==> src/sv/desk_height_frame_decoder_defines.svh <==
// Assertion macros used by the desk height frame decoder top level.
`ifndef DESK_HEIGHT_FRAME_DECODER_DEFINES_SVH
`define DESK_HEIGHT_FRAME_DECODER_DEFINES_SVH

// Same-cycle implication, checked on clk_i outside reset.
`define DHFD_ASSERT_NOW(lbl, ante, cons, msg) \
  lbl: assert property (@(posedge clk_i) disable iff (!rst_ni) (ante) |-> (cons)) \
    else $error(msg);

// Next-cycle implication, checked on clk_i outside reset.
`define DHFD_ASSERT_NEXT(lbl, ante, cons, msg) \
  lbl: assert property (@(posedge clk_i) disable iff (!rst_ni) (ante) |=> (cons)) \
    else $error(msg);

`endif

==> src/sv/dhfd_pkg.sv <==
// Types, constants and helper functions of the desk height frame decoder.
package dhfd_pkg;

  // Frame buffer geometry
  localparam int FrameBytes = 7;
  localparam int IdxW       = $clog2(FrameBytes);
  localparam int HeightW    = 14;

  // Special bytes on the link
  localparam logic [7:0] ByteIdle  = 8'h00;
  localparam logic [7:0] ByteStart = 8'h9B;
  localparam logic [7:0] ByteEnd   = 8'h9D;
  localparam logic [7:0] FrameId0  = 8'h07;
  localparam logic [7:0] FrameId1  = 8'h12;

  // Digit code for an unknown segment pattern
  localparam logic [3:0] DigitBad = 4'd10;

  // Configuration register indexes
  typedef enum logic [1:0] {
    REG_STANDING  = 2'd0,
    REG_SITTING   = 2'd1,
    REG_TOLERANCE = 2'd2
  } reg_idx_e;

  typedef enum logic [1:0] {
    POSTURE_UNKNOWN  = 2'd0,
    POSTURE_STANDING = 2'd1,
    POSTURE_SITTING  = 2'd2
  } posture_e;

  typedef logic [FrameBytes-1:0][7:0] frame_t;

  typedef struct packed {
    logic [HeightW-1:0] standing;
    logic [HeightW-1:0] sitting;
    logic [HeightW-1:0] tolerance;
  } cfg_t;

  // Result of parsing the frame buffer at an end marker
  typedef struct packed {
    logic [HeightW-1:0] height;
    logic               height_frame;
    logic               sign_off;
    logic               digit_error;
  } parse_t;

  // Seven-segment pattern to digit, bit 7 ignored
  function automatic logic [3:0] seg_digit(logic [7:0] b);
    logic [3:0] d;
    unique case (b[6:0])
      7'h3F:   d = 4'd0;
      7'h06:   d = 4'd1;
      7'h5B:   d = 4'd2;
      7'h4F:   d = 4'd3;
      7'h66:   d = 4'd4;
      7'h6D:   d = 4'd5;
      7'h7D:   d = 4'd6;
      7'h07:   d = 4'd7;
      7'h7F:   d = 4'd8;
      7'h6F:   d = 4'd9;
      default: d = DigitBad;
    endcase
    return d;
  endfunction

  function automatic logic [HeightW-1:0] abs_diff(logic [HeightW-1:0] a,
                                                  logic [HeightW-1:0] b);
    return (a > b) ? (a - b) : (b - a);
  endfunction

endpackage

==> src/sv/dhfd_if.sv <==
// Stream interfaces of the desk height frame decoder: bytes, results, config.

interface dhfd_rx_if;
  logic       valid;
  logic       ready;
  logic [7:0] rx_byte;

  modport source (output valid, output rx_byte, input ready);
  modport sink   (input valid, input rx_byte, output ready);
endinterface

interface dhfd_res_if;
  logic        valid;
  logic        ready;
  logic [13:0] height_now;
  logic [1:0]  posture;
  logic        frame_end;
  logic        height_frame;
  logic        sign_off;
  logic        digit_error;

  modport source (output valid, output height_now, output posture, output frame_end,
                  output height_frame, output sign_off, output digit_error,
                  input ready);
  modport sink   (input valid, input height_now, input posture, input frame_end,
                  input height_frame, input sign_off, input digit_error,
                  output ready);
endinterface

interface dhfd_cfg_if;
  logic        valid;
  logic        ready;
  logic [1:0]  index;
  logic [13:0] data;

  modport source (output valid, output index, output data, input ready);
  modport sink   (input valid, input index, input data, output ready);
endinterface

==> src/sv/dhfd_frame_buf.sv <==
// Frame byte buffer with clamped write index.
module dhfd_frame_buf (
  input  logic            clk_i,
  input  logic            rst_ni,
  input  logic            clear_i,
  input  logic            write_i,
  input  logic [7:0]      byte_i,
  output dhfd_pkg::frame_t frame_o
);
  import dhfd_pkg::*;

  localparam logic [IdxW-1:0] LastIdx = IdxW'(FrameBytes - 1);

  frame_t          frame_q;
  logic [IdxW-1:0] wr_idx_q;

  // Clear on start marker, otherwise store and advance until the last slot
  always_ff @(posedge clk_i or negedge rst_ni) begin
    if (!rst_ni) begin
      frame_q  <= '0;
      wr_idx_q <= '0;
    end else if (clear_i) begin
      frame_q  <= '0;
      wr_idx_q <= '0;
    end else if (write_i) begin
      frame_q[wr_idx_q] <= byte_i;
      if (wr_idx_q != LastIdx) begin
        wr_idx_q <= wr_idx_q + 1'b1;
      end
    end
  end

  assign frame_o = frame_q;

endmodule

==> src/sv/dhfd_parse.sv <==
// Height frame parser: header check, segment decode and height scaling.
module dhfd_parse (
  input  dhfd_pkg::frame_t frame_i,
  output dhfd_pkg::parse_t parse_o
);
  import dhfd_pkg::*;

  logic               is_height_type;
  logic               all_set;
  logic [3:0]         d2, d3, d4;
  logic               digits_ok;
  logic [HeightW-1:0] h_fine;
  logic [HeightW-1:0] h_coarse;

  assign is_height_type = (frame_i[0] == FrameId0) && (frame_i[1] == FrameId1);
  assign all_set = (frame_i[4] != 8'h00) && (frame_i[5] != 8'h00) && (frame_i[6] != 8'h00);

  assign d2 = seg_digit(frame_i[2]);
  assign d3 = seg_digit(frame_i[3]);
  assign d4 = seg_digit(frame_i[4]);
  assign digits_ok = (d2 < DigitBad) && (d3 < DigitBad) && (d4 < DigitBad);

  // Decimal point on byte 3 selects tenths resolution
  assign h_fine   = HeightW'(d2) * HeightW'(100) + HeightW'(d3) * HeightW'(10)
                  + HeightW'(d4);
  assign h_coarse = HeightW'(d2) * HeightW'(1000) + HeightW'(d3) * HeightW'(100)
                  + HeightW'(d4) * HeightW'(10);

  always_comb begin
    parse_o              = '0;
    parse_o.height       = frame_i[3][7] ? h_fine : h_coarse;
    parse_o.height_frame = is_height_type && all_set && digits_ok;
    parse_o.digit_error  = is_height_type && all_set && !digits_ok;
    parse_o.sign_off     = is_height_type && !all_set;
  end

endmodule

==> src/sv/dhfd_posture.sv <==
// Posture classifier: compares a height against the two targets.
module dhfd_posture (
  input  logic [dhfd_pkg::HeightW-1:0] height_i,
  input  dhfd_pkg::posture_e           posture_i,
  input  dhfd_pkg::cfg_t               cfg_i,
  output dhfd_pkg::posture_e           posture_o
);
  import dhfd_pkg::*;

  logic near_stand;
  logic near_sit;

  assign near_stand = abs_diff(height_i, cfg_i.standing) <= cfg_i.tolerance;
  assign near_sit   = abs_diff(height_i, cfg_i.sitting) <= cfg_i.tolerance;

  // Standing wins; no known height, or none near a target, keeps the old posture
  always_comb begin
    posture_o = posture_i;
    if (height_i != '0) begin
      if (near_stand) begin
        posture_o = POSTURE_STANDING;
      end else if (near_sit) begin
        posture_o = POSTURE_SITTING;
      end
    end
  end

endmodule

==> src/sv/desk_height_frame_decoder.sv <==
// Desk height frame decoder top level: byte register, decode, result register.
// A byte accepted into the byte register moves on to the result register when
// that one is empty or being read. Throughput: one byte per cycle unless the
// result side stalls; frame buffer, height and posture update as it moves on.
// Reset: rst_ni clears frame buffer, write index, height, posture, config
// registers and both valid flags at once.
module desk_height_frame_decoder (
  input  logic        clk_i,
  input  logic        rst_ni,
  dhfd_rx_if.sink     rx_i,
  dhfd_res_if.source  res_o,
  dhfd_cfg_if.sink    cfg_i
);
  import dhfd_pkg::*;

  `include "desk_height_frame_decoder_defines.svh"

  // Configuration registers
  cfg_t cfg_q;

  assign cfg_i.ready = 1'b1;

  always_ff @(posedge clk_i or negedge rst_ni) begin
    if (!rst_ni) begin
      cfg_q <= '0;
    end else if (cfg_i.valid) begin
      unique case (reg_idx_e'(cfg_i.index))
        REG_STANDING:  cfg_q.standing  <= cfg_i.data;
        REG_SITTING:   cfg_q.sitting   <= cfg_i.data;
        REG_TOLERANCE: cfg_q.tolerance <= cfg_i.data;
        default:       ;
      endcase
    end
  end

  // Input byte register
  logic       in_valid_q;
  logic [7:0] in_byte_q;
  logic       advance;
  logic       out_valid_q;

  assign advance    = in_valid_q && (!out_valid_q || res_o.ready);
  assign rx_i.ready = !in_valid_q || advance;

  always_ff @(posedge clk_i or negedge rst_ni) begin
    if (!rst_ni) begin
      in_valid_q <= 1'b0;
    end else if (rx_i.ready) begin
      in_valid_q <= rx_i.valid;
    end
  end

  always_ff @(posedge clk_i) begin
    if (rx_i.valid && rx_i.ready) begin
      in_byte_q <= rx_i.rx_byte;
    end
  end

  // Byte classes
  logic is_start, is_end, is_data;

  assign is_start = (in_byte_q == ByteStart);
  assign is_end   = (in_byte_q == ByteEnd);
  assign is_data  = (in_byte_q != ByteIdle) && !is_start && !is_end;

  frame_t frame;
  parse_t parse;

  dhfd_frame_buf u_frame_buf (
    .clk_i   (clk_i),
    .rst_ni  (rst_ni),
    .clear_i (advance && is_start),
    .write_i (advance && is_data),
    .byte_i  (in_byte_q),
    .frame_o (frame)
  );

  dhfd_parse u_parse (
    .frame_i (frame),
    .parse_o (parse)
  );

  // Held height and posture
  logic [HeightW-1:0] height_q, height_d;
  posture_e           posture_q, posture_d;

  assign height_d = (is_end && parse.height_frame && (parse.height != '0)) ?
                    parse.height : height_q;

  dhfd_posture u_posture (
    .height_i  (height_d),
    .posture_i (posture_q),
    .cfg_i     (cfg_q),
    .posture_o (posture_d)
  );

  always_ff @(posedge clk_i or negedge rst_ni) begin
    if (!rst_ni) begin
      height_q  <= '0;
      posture_q <= POSTURE_UNKNOWN;
    end else if (advance) begin
      height_q  <= height_d;
      posture_q <= posture_d;
    end
  end

  // Result register
  logic res_end_q, res_height_q, res_sign_q, res_err_q;

  always_ff @(posedge clk_i or negedge rst_ni) begin
    if (!rst_ni) begin
      out_valid_q <= 1'b0;
    end else if (advance) begin
      out_valid_q <= 1'b1;
    end else if (res_o.ready) begin
      out_valid_q <= 1'b0;
    end
  end

  always_ff @(posedge clk_i) begin
    if (advance) begin
      res_end_q    <= is_end;
      res_height_q <= is_end && parse.height_frame;
      res_sign_q   <= is_end && parse.sign_off;
      res_err_q    <= is_end && parse.digit_error;
    end
  end

  assign res_o.valid        = out_valid_q;
  assign res_o.height_now   = height_q;
  assign res_o.posture      = posture_q;
  assign res_o.frame_end    = res_end_q;
  assign res_o.height_frame = res_height_q;
  assign res_o.sign_off     = res_sign_q;
  assign res_o.digit_error  = res_err_q;

  // Checks
  `DHFD_ASSERT_NEXT(a_advance_fills_out, advance, out_valid_q,
                    "result word lost after advance")
  `DHFD_ASSERT_NOW(a_flags_need_end, out_valid_q && !res_end_q,
                   !(res_height_q || res_sign_q || res_err_q),
                   "frame flag raised without end marker")
  `DHFD_ASSERT_NOW(a_flags_exclusive, out_valid_q,
                   $onehot0({res_height_q, res_sign_q, res_err_q}),
                   "more than one frame flag raised")
  `DHFD_ASSERT_NEXT(a_stalled_height_holds, out_valid_q && !res_o.ready,
                    $stable(height_q),
                    "held height changed while result stalled")

endmodule

==> src/flat_wrapper.sv <==
// flat-port wrapper written by rule: the top's interface ports become plain ports
module desk_height_frame_decoder_flat import dhfd_pkg::*;
  (clk_i, rst_ni, rx_i_valid, rx_i_rx_byte, rx_i_ready, res_o_valid, res_o_height_now, res_o_posture, res_o_frame_end, res_o_height_frame, res_o_sign_off, res_o_digit_error, res_o_ready, cfg_i_valid, cfg_i_index, cfg_i_data, cfg_i_ready);
  dhfd_rx_if rx_i_i ();
  dhfd_res_if res_o_i ();
  dhfd_cfg_if cfg_i_i ();
  input  logic clk_i;
  input  logic rst_ni;
  input wire logic [$bits(rx_i_i.valid)-1:0] rx_i_valid;
  input wire logic [$bits(rx_i_i.rx_byte)-1:0] rx_i_rx_byte;
  output wire logic [$bits(rx_i_i.ready)-1:0] rx_i_ready;
  output wire logic [$bits(res_o_i.valid)-1:0] res_o_valid;
  output wire logic [$bits(res_o_i.height_now)-1:0] res_o_height_now;
  output wire logic [$bits(res_o_i.posture)-1:0] res_o_posture;
  output wire logic [$bits(res_o_i.frame_end)-1:0] res_o_frame_end;
  output wire logic [$bits(res_o_i.height_frame)-1:0] res_o_height_frame;
  output wire logic [$bits(res_o_i.sign_off)-1:0] res_o_sign_off;
  output wire logic [$bits(res_o_i.digit_error)-1:0] res_o_digit_error;
  input wire logic [$bits(res_o_i.ready)-1:0] res_o_ready;
  input wire logic [$bits(cfg_i_i.valid)-1:0] cfg_i_valid;
  input wire logic [$bits(cfg_i_i.index)-1:0] cfg_i_index;
  input wire logic [$bits(cfg_i_i.data)-1:0] cfg_i_data;
  output wire logic [$bits(cfg_i_i.ready)-1:0] cfg_i_ready;
  assign rx_i_i.valid = rx_i_valid;
  assign rx_i_i.rx_byte = rx_i_rx_byte;
  assign rx_i_ready = rx_i_i.ready;
  assign res_o_valid = res_o_i.valid;
  assign res_o_height_now = res_o_i.height_now;
  assign res_o_posture = res_o_i.posture;
  assign res_o_frame_end = res_o_i.frame_end;
  assign res_o_height_frame = res_o_i.height_frame;
  assign res_o_sign_off = res_o_i.sign_off;
  assign res_o_digit_error = res_o_i.digit_error;
  assign res_o_i.ready = res_o_ready;
  assign cfg_i_i.valid = cfg_i_valid;
  assign cfg_i_i.index = cfg_i_index;
  assign cfg_i_i.data = cfg_i_data;
  assign cfg_i_ready = cfg_i_i.ready;
  desk_height_frame_decoder u_core (.clk_i(clk_i), .rst_ni(rst_ni), .rx_i(rx_i_i), .res_o(res_o_i), .cfg_i(cfg_i_i));
endmodule
==> config.mk <==
export PLATFORM = sky130hd
export DESIGN_NAME = desk_height_frame_decoder_flat
export DESIGN_NICKNAME = d
export VERILOG_FILES = /design/src/sv/dhfd_pkg.sv /design/src/sv/dhfd_if.sv /design/src/sv/dhfd_frame_buf.sv /design/src/sv/dhfd_parse.sv /design/src/sv/dhfd_posture.sv /design/src/sv/desk_height_frame_decoder.sv /design/src/flat_wrapper.sv
export VERILOG_INCLUDE_DIRS = /design/src /design/src/sv
export SDC_FILE = /design/constraint.sdc
export NUM_CORES = 1
export LEC_CHECK = 0
export ABC_AREA = 1
export BUFFER_PORTS_ARGS = -buffer_cell sky130_fd_sc_hd__buf_2
export CORE_UTILIZATION = 27
export CTS_CLUSTER_SIZE = 16
export DETAILED_ROUTE_END_ITERATION = 8
export PLACE_DENSITY = 0.5
export SYNTH_ARGS = -nofsm -noshare
export SYNTH_HDL_FRONTEND = slang
export SYNTH_SLANG_ARGS = --single-unit
==> constraint.sdc <==
create_clock -name clk_i -period 17.34 [get_ports clk_i]
set_input_delay 1.734 -clock clk_i [delete_from_list [all_inputs] [get_ports clk_i]]
set_output_delay 1.734 -clock clk_i [all_outputs]
set_load 0.02 [all_outputs]
==> results.cfg, run 1 <==
[route]
routed_wl_microns = 34800
drc_errors = 0
wire_per_inst_microns = 15.8
drt_iter0_drc = 720
vias_per_cell = 4.75
dr.pass1.iters = 5
drtAntennaViolNets = 0
vias = 10400

[synth]
synth_area_sq_um = 11600
synth_area_leaders = dfrtp_1, ha_1, nand2_1, inv_1, o21ai_0
synth_cell_type_count = 62
synth_nets = 1788
ys_seq_area_frac = 0.286
ys_ff_latch = 130
yosys.area.top_type_share = 0.255
synth_flop_cell = dfrtp_1
synth_edf_count = 12
syn_inst = 1593
yosys.area.top_type = dfrtp_1
avgSynthCellArea_sq_um = 7.26
yosysWarnings = 0
synth-async-reset-ratio = 0.908

[timing]
fin_ws_ps = 6430
rsz0062_at_grt = no
drv_slew = 0
period_share = 0.629
fmax_ghz = 0.0917
post-route-min-period_ps = 10910
tightest_slew_ps = 1120
setup_viol = 0
slew_headroom = 0.252
finClkSkew_ps = 16.2
tns_ps = 0
final-hold-violation-count = 0

[finish]
layout-drive-gt1-share = 0.0718
fin_cells = 2197
diodes = 0
syn_to_final_growth_pct = 12.2
final_cell_mix = nand2_1, inv_1, ha_1
final_common_cell = nand2_1
nets = 1840

[clock_tree]
cts_resized = 0
cts-root-buf = clkbuf_16
cts-hold-fix-buffers = 0
clock_latency_ps = 430
clock_path_buffers = 2
cts-buffers-inserted = 17
clk_pin_slew_ps = 60
post-cts-setup-buffers = 0
tritoncts = done
ctsHtreeMaxLevel = 4
cts_sinks = 130

[setup_path]
slowest_stage = o21ai_0
start_kind = flop
path_class = reg -> reg
critPathCapture = u_core.res_o.posture[0]$_DFFE_PN0P_
crit_path_max_fanout = 22
r2r-end = u_core.res_o.posture[0]$_DFFE_PN0P_
crit_path_end_kind = flop
worstPathArrival_ps = 11220
cpPeakStageDelay_ps = 670
rrSetupSlack_ps = 6430
crit_path_frequent_cell = nand2_1
reg2reg_depth = 61
cp_data_required_time_ps = 17650
critical_path.startpoint = u_core.u_frame_buf.frame_o[16]$_DFFE_PN0P_
r2r-start = u_core.u_frame_buf.frame_o[16]$_DFFE_PN0P_

[power]
powerDensity_nw_per_um2 = 172
vdd_drop_max_uv = 89.3
power_uw = 2230
p_leak_uw = 0.00693

[placed_design]
port-buffer-count = 50
globalplace.congestion = 0.918
dp_hpwl_microns = 28300
dp_cells = 2165
pre_cts_slack_ps = 6460

[floorplanning]
die_h_microns = 209
die_w_microns = 209
initial_core_util = 0.275
core_sq_um = 42100
die_area_sq_um = 43700
fp-row-count = 75
io_pins = 52

[global_route]
grt_overflow = 0
grtUsageTotal = 0.164
grt_pass1_vias = 10300
grt_max_degree = 63
antenna_found_initial = 1
grt_pass1_wl_microns = 56300

[job]
maxCapViolations = 0

[hold_path]
hp-class = reg -> reg

[run_status]
status = finished, final reports clean
[registers in the layout, indices dropped and copies added (netlist names)]
| name | cells |
|---|---|
| u_core.res_o.sign_off | 1 |
| u_core.in_byte_q | 8 |
| u_core.res_o.valid | 1 |
| u_core.res_o.frame_end | 1 |
| u_core.in_valid_q | 1 |
| u_core.res_o.height_frame | 1 |
| u_core.u_frame_buf.wr_idx_q | 3 |
| u_core.res_o.height_now | 14 |
| u_core.res_o.digit_error | 1 |
| u_core.u_frame_buf.frame_o | 55 |
| u_core.cfg_q | 42 |
| u_core.res_o.posture | 2 |
[area by class of cell]
type	count	area [sq um]
Inverter	282	1060
Tap cell	539	674
Clock buffer	18	439
Multi-Input combinational cell	1155	7060
Sequential cell	130	3310
Clock inverter	14	120
Fill cell	4564	29100
Timing Repair Buffer	59	320
[cell families after synthesis]
group,synth area share
compound gates,0.135
xor+xnor,0.0159
fa+ha+maj,0.195
buf+inv,0.103
flops,0.286
mux,0.00260
other cells,0.000324
simple gates,0.262
[worst max-delay path: cells and delay by family, from the launching register on]
family	cells	cell delay [ps]
buffers and inverters	9	1290
flip-flops	1	440
AO/OA/AOI/OAI	15	3270
AND/OR/NAND/NOR	29	2950
XOR/XNOR	1	140
adder cells (fa/ha/maj)	7	2700
[per-layer routing]
layer / up-vias / share of wire / track usage
met5: - / 0.00032 / 0
met3: 34 / 0.036 / 0.0189
li1: 5359 / - / -
met1: 4841 / 0.51 / 0.238
met4: 2 / 0.020 / 0.0494
met2: 193 / 0.43 / 0.255
[cells in the mapped netlist (all sizes together) (3+ instances only)]
cell type and instances:
a21o 4, a21oi 77, a221oi 3, a22oi 5, a31oi 4, buf 6, clkbuf 20, clkinv 5
dfrtp 118, edfxtp 12, fa 24, ha 142, inv 277, mux2i 3, nand2 403, nand3 120
nand3b 14, nand4 37, nor2 71, nor3 22, nor4 9, o211ai 5, o21ai 140, o22ai 28
or2 4, xnor2 11, xor2 10
[through the flow]
step                area, sq um   util  hold slack (ps)
finish                    13000  0.308              484
global route              13000  0.308              497
CTS                       13000  0.308              490
detailed placement        12400  0.295              473
global placement          12400  0.295              469
floorplan                 11600      -              453
[worst min-delay path by stage]
stage                            startpoint                      endpoint  slack [ps]  depth (start not counted)
6_report        u_core.cfg_q[5]$_DFFE_PN0P_   u_core.cfg_q[5]$_DFFE_PN0P_         480                          2
2_1_floorplan  u_core.cfg_q[10]$_DFFE_PN0P_  u_core.cfg_q[10]$_DFFE_PN0P_         450                          2
3_5_place_dp    u_core.cfg_q[5]$_DFFE_PN0P_   u_core.cfg_q[5]$_DFFE_PN0P_         470                          2
4_1_cts         u_core.cfg_q[5]$_DFFE_PN0P_   u_core.cfg_q[5]$_DFFE_PN0P_         490                          2
5_1_grt         u_core.cfg_q[5]$_DFFE_PN0P_   u_core.cfg_q[5]$_DFFE_PN0P_         500                          2
3_3_place_gp    u_core.cfg_q[4]$_DFFE_PN0P_   u_core.cfg_q[4]$_DFFE_PN0P_         470                          2
[report_power, final]
| part | switching (uW) | internal [uW] |
|---|---|---|
| clock | 156 | 191 |
| combinational | 892 | 511 |
| sequential | 82.9 | 397 |
(Power assumes the default switching activity.)
==> inputs of run 2 (changes only) <==
Settings changed: ABC_AREA 1 to 0.
Clock period 17.34 ns to 11 ns, I/O delays scaled along.
==> results.cfg, run 2 <==
[timing]
final-hold-violation-count = 0
tightest_slew_ps = 1090
period_share = 0.938
setup_viol = 0
post-route-min-period_ps = 10320
drv_slew = 0
fin_ws_ps = 682
slew_headroom = 0.275
fmax_ghz = 0.0969
rsz0062_at_grt = no
finClkSkew_ps = 17.1
tns_ps = 0

[synth]
ys_ff_latch = 130
synth_flop_cell = dfrtp_1
avgSynthCellArea_sq_um = 8.69
synthTopCellsByCount = nand2_1, ha_1, dfrtp_1
yosysMostFrequentCell = nand2_1
synth_cell_type_count = 89
ys_seq_area_frac = 0.276
synth-async-reset-ratio = 0.908
synth_area_sq_um = 12000
synth_nets = 1574
synth_area_leaders = dfrtp_1, ha_1, nand2_1, mux2i_1, fa_1
yosys.area.top_type_share = 0.246
synth_edf_count = 12
syn_inst = 1379
yosysWarnings = 0
yosys.area.top_type = dfrtp_1

[setup_path]
crit_path_end_kind = flop
cpPeakStageDelay_ps = 550
crit_path_frequent_cell = ha_1
slowest_stage = or4b_1
crit_path_max_fanout = 18
cp_top_family = compound AO/OA/AOI/OAI gates
reg2reg_depth = 43
path_buf_inv = 6
cp_data_required_time_ps = 11320
cp.depth = 43
start_kind = flop
worstPathArrival_ps = 10640
path_class = reg -> reg

[route]
vias_per_cell = 5.08
routed_wl_microns = 35800
drtAntennaViolNets = 0
drt_iter0_drc = 624
dr.pass1.iters = 5
wire_per_inst_microns = 17.6
drc_errors = 0
vias = 10300

[clock_tree]
ctsHtreeMaxLevel = 4
cts-buffers-inserted = 17
cts_sinks = 130
clock_path_buffers = 2
tritoncts = done
clock_latency_ps = 450
clk_pin_slew_ps = 60
cts-root-buf = clkbuf_16

[finish]
multiInputGateArea_sq_um = 8110
final_util = 0.319
syn_to_final_growth_pct = 15.8
nets = 1632
nFillCells = 4591
diodes = 0
layout-drive-gt1-share = 0.147
ff_latch_area_sq_um = 3310
final_common_cell = nand2_1
largest_reg_flops = 55
final_cell_mix = nand2_1, ha_1, dfrtp_1
design_area_sq_um = 13900
fin_cells = 2034

[power]
power_frac_seq = 0.195
swShare = 0.461
vdd_drop_max_uv = 228
p_leak_uw = 0.00625
combinationalPowerShare = 0.644
p_int_uw = 2100
p_clk_frac = 0.161
p_sw_uw = 1800
powerDensity_nw_per_um2 = 281

[placed_design]
port-buffer-count = 50
pre_cts_slack_ps = 64.8
place_area_sq_um = 13100
dp_hpwl_microns = 28400
dp_cells = 2001
globalplace.congestion = 0.925

[global_route]
antenna_found_initial = 3
grtUsageTotal = 0.166
grt_pass1_vias = 10200
grt_pass1_wl_microns = 57600
grt_overflow = 0
grt_max_degree = 70

[floorplanning]
initial_core_util = 0.276
die_w_microns = 213
io_pins = 52
die_area_sq_um = 45200
die_h_microns = 213
fp-row-count = 76
core_sq_um = 43500

[run_status]
status = finished, final reports clean

[hold_path]
holdPathStages = 1
hp-class = reg -> reg

[job]
maxCapViolations = 0
## run 2: kinds of logic (layout without fill, tap and decap cells)
family                     Yosys count  after routing  share of synthesized area
and+or+nand+nor                    436            436                      0.179
other                                1              1                   0.000313
xor gates and xnor gates            43             43                     0.0314
muxes                               84             84                     0.0735
adders and majority gates          166            166                      0.188
DFF                                130            130                      0.276
AOI/OAI and AO/OA                  342            342                      0.194
buffers and inverters              177            247                     0.0566
## run 2: through the flow
| stage | hold slack [ps] | total power [uW] |
|---|---|---|
| after floorplan | 457 | 2550 |
| after global placement | 472 | 3140 |
| after detailed placement | 492 | 3170 |
| after global routing | 518 | 4280 |
| after CTS | 496 | 3820 |
| final | 502 | 3900 |
## run 2: path summary, 6_finish.rpt
path	startpoint	end	slack, ps
worst max-delay path	u_core.u_frame_buf.frame_o[35]$_DFFE_PN0P_	u_core.res_o.posture[0]$_DFFE_PN0P_	680
worst min-delay path	u_core.in_valid_q$_DFFE_PN0N_	u_core.res_o.valid$_DFFE_PN0P_	500
worst max register to register	u_core.u_frame_buf.frame_o[35]$_DFFE_PN0P_	u_core.res_o.posture[0]$_DFFE_PN0P_	680
worst min register to register	u_core.in_valid_q$_DFFE_PN0N_	u_core.res_o.valid$_DFFE_PN0P_	500
max in group asynchronous	rst_ni	u_core.cfg_q[4]$_DFFE_PN0P_	8950
min in group asynchronous	rst_ni	u_core.in_valid_q$_DFFE_PN0N_	660
## run 2: layout make-up
type / count / area share
Tap cell: 585 / 0.0528
Multi-Input combinational cell: 1072 / 0.584
Inverter: 114 / 0.0308
Clock inverter: 10 / 0.0124
Timing Repair Buffer: 102 / 0.0464
Clock buffer: 21 / 0.0347
Sequential cell: 130 / 0.239
## run 2: metal layers
| metal | share of wire | wire length, microns | GRT usage |
|---|---|---|---|
| met1 | 0.49 | 17400 | 0.229 |
| met2 | 0.43 | 15300 | 0.247 |
| met3 | 0.054 | 1940 | 0.0372 |
| met4 | 0.032 | 1150 | 0.0667 |
| met5 | 0.00089 | 32 | 0 |
## run 2: power groups by stage
stage               combinational, uW  clock (uW)  sequential [uW]
detailed placement               2400           0              765
CTS                              2420         645              759
global route                     2830         667              784
floorplan                        1840           0              706
global placement                 2380           0              760
finish                           2510         629              761
## run 2: what timing repair did
action	4_1_cts	5_1_grt
setup buffers	0	2
setup endpoints to repair	1	2
hold buffers	0	0
gates resized for setup	1	21
pin swaps	0	4
==> inputs of run 3 (changes only) <==
Settings changed: GPL_TIMING_DRIVEN set to 0.
==> results.cfg, run 3 (same netlist as run 2, synthesis figures left out) <==
[route]
routed_wl_microns = 36300
wire_per_inst_microns = 17.5
drtAntennaViolNets = 0
drc_errors = 0
vias = 10300
dr.pass1.iters = 5
drt_iter0_drc = 643
vias_per_cell = 5.00

[floorplanning]
die_w_microns = 213
fp-row-count = 76
die_h_microns = 213
io_pins = 52
die_area_sq_um = 45200
initial_core_util = 0.276
core_sq_um = 43500

[timing]
setup_viol = 0
post-route-min-period_ps = 10630
hold_ws_ps = 496
fmax_ghz = 0.0941
drv_slew = 0
tightest_slew_ps = 916
slew_headroom = 0.386
final-hold-violation-count = 0
period_share = 0.966
tns_ps = 0
finClkSkew_ps = 16.4
fin_ws_ps = 373

[finish]
nets = 1666
largest_reg_flops = 55
diodes = 0
final_cell_mix = nand2_1, ha_1, dfrtp_1
fin_cells = 2069
final_util = 0.329
layout-drive-gt1-share = 0.174
syn_to_final_growth_pct = 19.4
final_common_cell = nand2_1

[power]
vdd_drop_max_uv = 303
p_leak_uw = 0.00628
powerDensity_nw_per_um2 = 295

[global_route]
grt_pass1_vias = 10100
grtUsageTotal = 0.164
antenna_found_initial = 2
grt_max_degree = 64
grt_overflow = 0
grt_pass1_wl_microns = 57000

[hold_path]
holdPathStages = 1
hp-class = reg -> reg
holdPathEnd = u_core.res_o.valid$_DFFE_PN0P_
hp-start = u_core.in_valid_q$_DFFE_PN0N_

[placed_design]
port-buffer-count = 50
dp_hpwl_microns = 28200
pre_cts_slack_ps = -2170
globalplace.congestion = 0.895
dp_cells = 2015

[setup_path]
path_class = reg -> reg
reg2reg_depth = 42
cp_data_required_time_ps = 11320
worstPathArrival_ps = 10950
r2r-end = u_core.res_o.posture[0]$_DFFE_PN0P_
start_kind = flop
crit_path_max_fanout = 7
rrSetupSlack_ps = 370
cp_top_family = compound AO/OA/AOI/OAI gates
cpPeakStageDelay_ps = 550
path_buf_inv = 8
r2r-start = u_core.u_frame_buf.frame_o[35]$_DFFE_PN0P_
crit_path_end_kind = flop
slowest_stage = or4b_4

[clock_tree]
cts_sinks = 130
ctsHtreeMaxLevel = 4
tritoncts = done
clock_path_buffers = 2
cts-buffers-inserted = 17
clock_latency_ps = 450
clk_pin_slew_ps = 60
cts-root-buf = clkbuf_16

[run_status]
status = finished, final reports clean

[job]
maxCapViolations = 0
run 3: cell count changes in the layout (fill, tap and decap cells not counted), moves of 4 or more:
cell	change
buf_2	+7
dfrtp_2	+4
clkbuf_1	+38
a21oi_1	-5
dfrtp_1	-4
o21ai_0	-4
ha_2	+7
bufinv_16	-4
buf_4	-24
ha_1	-9
mux2i_1	-5
run 3: layer usage:
layer	share of wire	vias up	global-route usage
li1	-	5111	-
met5	0.00083	-	0
met1	0.49	4954	0.229
met3	0.047	42	0.0335
met2	0.45	238	0.253
met4	0.020	4	0.0526
run 3: layout make-up:
cell class	instances	area (sq um)
clock inverter	12	95.1
sequential	130	3320
multi-input combinational	1072	8460
fill	4616	29100
inverter	114	428
timing repair buffer	81	547
tap	585	732
buffer	55	264
clock buffer	20	468
run 3: worst reg2reg max path, delay by kind of cell, from the launching register on:
family,cells,cell delay [ps]
xor gates and xnor gates,1,200
muxes,1,150
AOI/OAI and AO/OA,18,4380
DFF,1,440
and+or+nand+nor,7,1890
buffers and inverters,8,1030
adders and majority gates,7,2390
run 3: power breakdown:
group,internal (uW),switching (uW),total (uW)
logic,1270,1670,2930
clock network,310,233,543
registers,622,127,748
total,2200,2020,4220
run 3: worst max-delay path by stage:
| stage | end | from | slack, ps | depth (start not counted) |
|---|---|---|---|---|
| 5_1_grt | u_core.res_o.posture[0]$_DFFE_PN0P_ | u_core.u_frame_buf.frame_o[33]$_DFFE_PN0P_ | -60 | 47 |
| 3_5_place_dp | u_core.res_o.posture[0]$_DFFE_PN0P_ | u_core.u_frame_buf.frame_o[16]$_DFFE_PN0P_ | -2170 | 46 |
| 2_1_floorplan | u_core.res_o.posture[0]$_DFFE_PN0P_ | u_core.u_frame_buf.frame_o[35]$_DFFE_PN0P_ | 530 | 47 |
| 4_1_cts | u_core.res_o.posture[0]$_DFFE_PN0P_ | u_core.u_frame_buf.frame_o[35]$_DFFE_PN0P_ | -50 | 45 |
| 3_3_place_gp | u_core.res_o.posture[0]$_DFFE_PN0P_ | u_core.u_frame_buf.frame_o[36]$_DFFE_PN0P_ | -2280 | 48 |
| 6_report | u_core.res_o.posture[0]$_DFFE_PN0P_ | u_core.u_frame_buf.frame_o[35]$_DFFE_PN0P_ | 370 | 42 |
run 3: through the flow:
| stage | total power, uW | instance area, sq um |
|---|---|---|
| after floorplan | 2550 | 12000 |
| after global placement | 3080 | 13000 |
| after detailed placement | 3110 | 13000 |
| after CTS | 3830 | 13800 |
| after global routing | 4590 | 14300 |
| final | 4220 | 14300 |
run 3: what timing repair did:
action / 4_1_cts / 5_1_grt
endpoints found under the hold margin: 0 / 0
setup endpoints to repair: 2 / 2
pin swaps: 4 / 26
gates resized for setup: 50 / 71
hold buffers: 0 / 0
setup buffers: 6 / 24
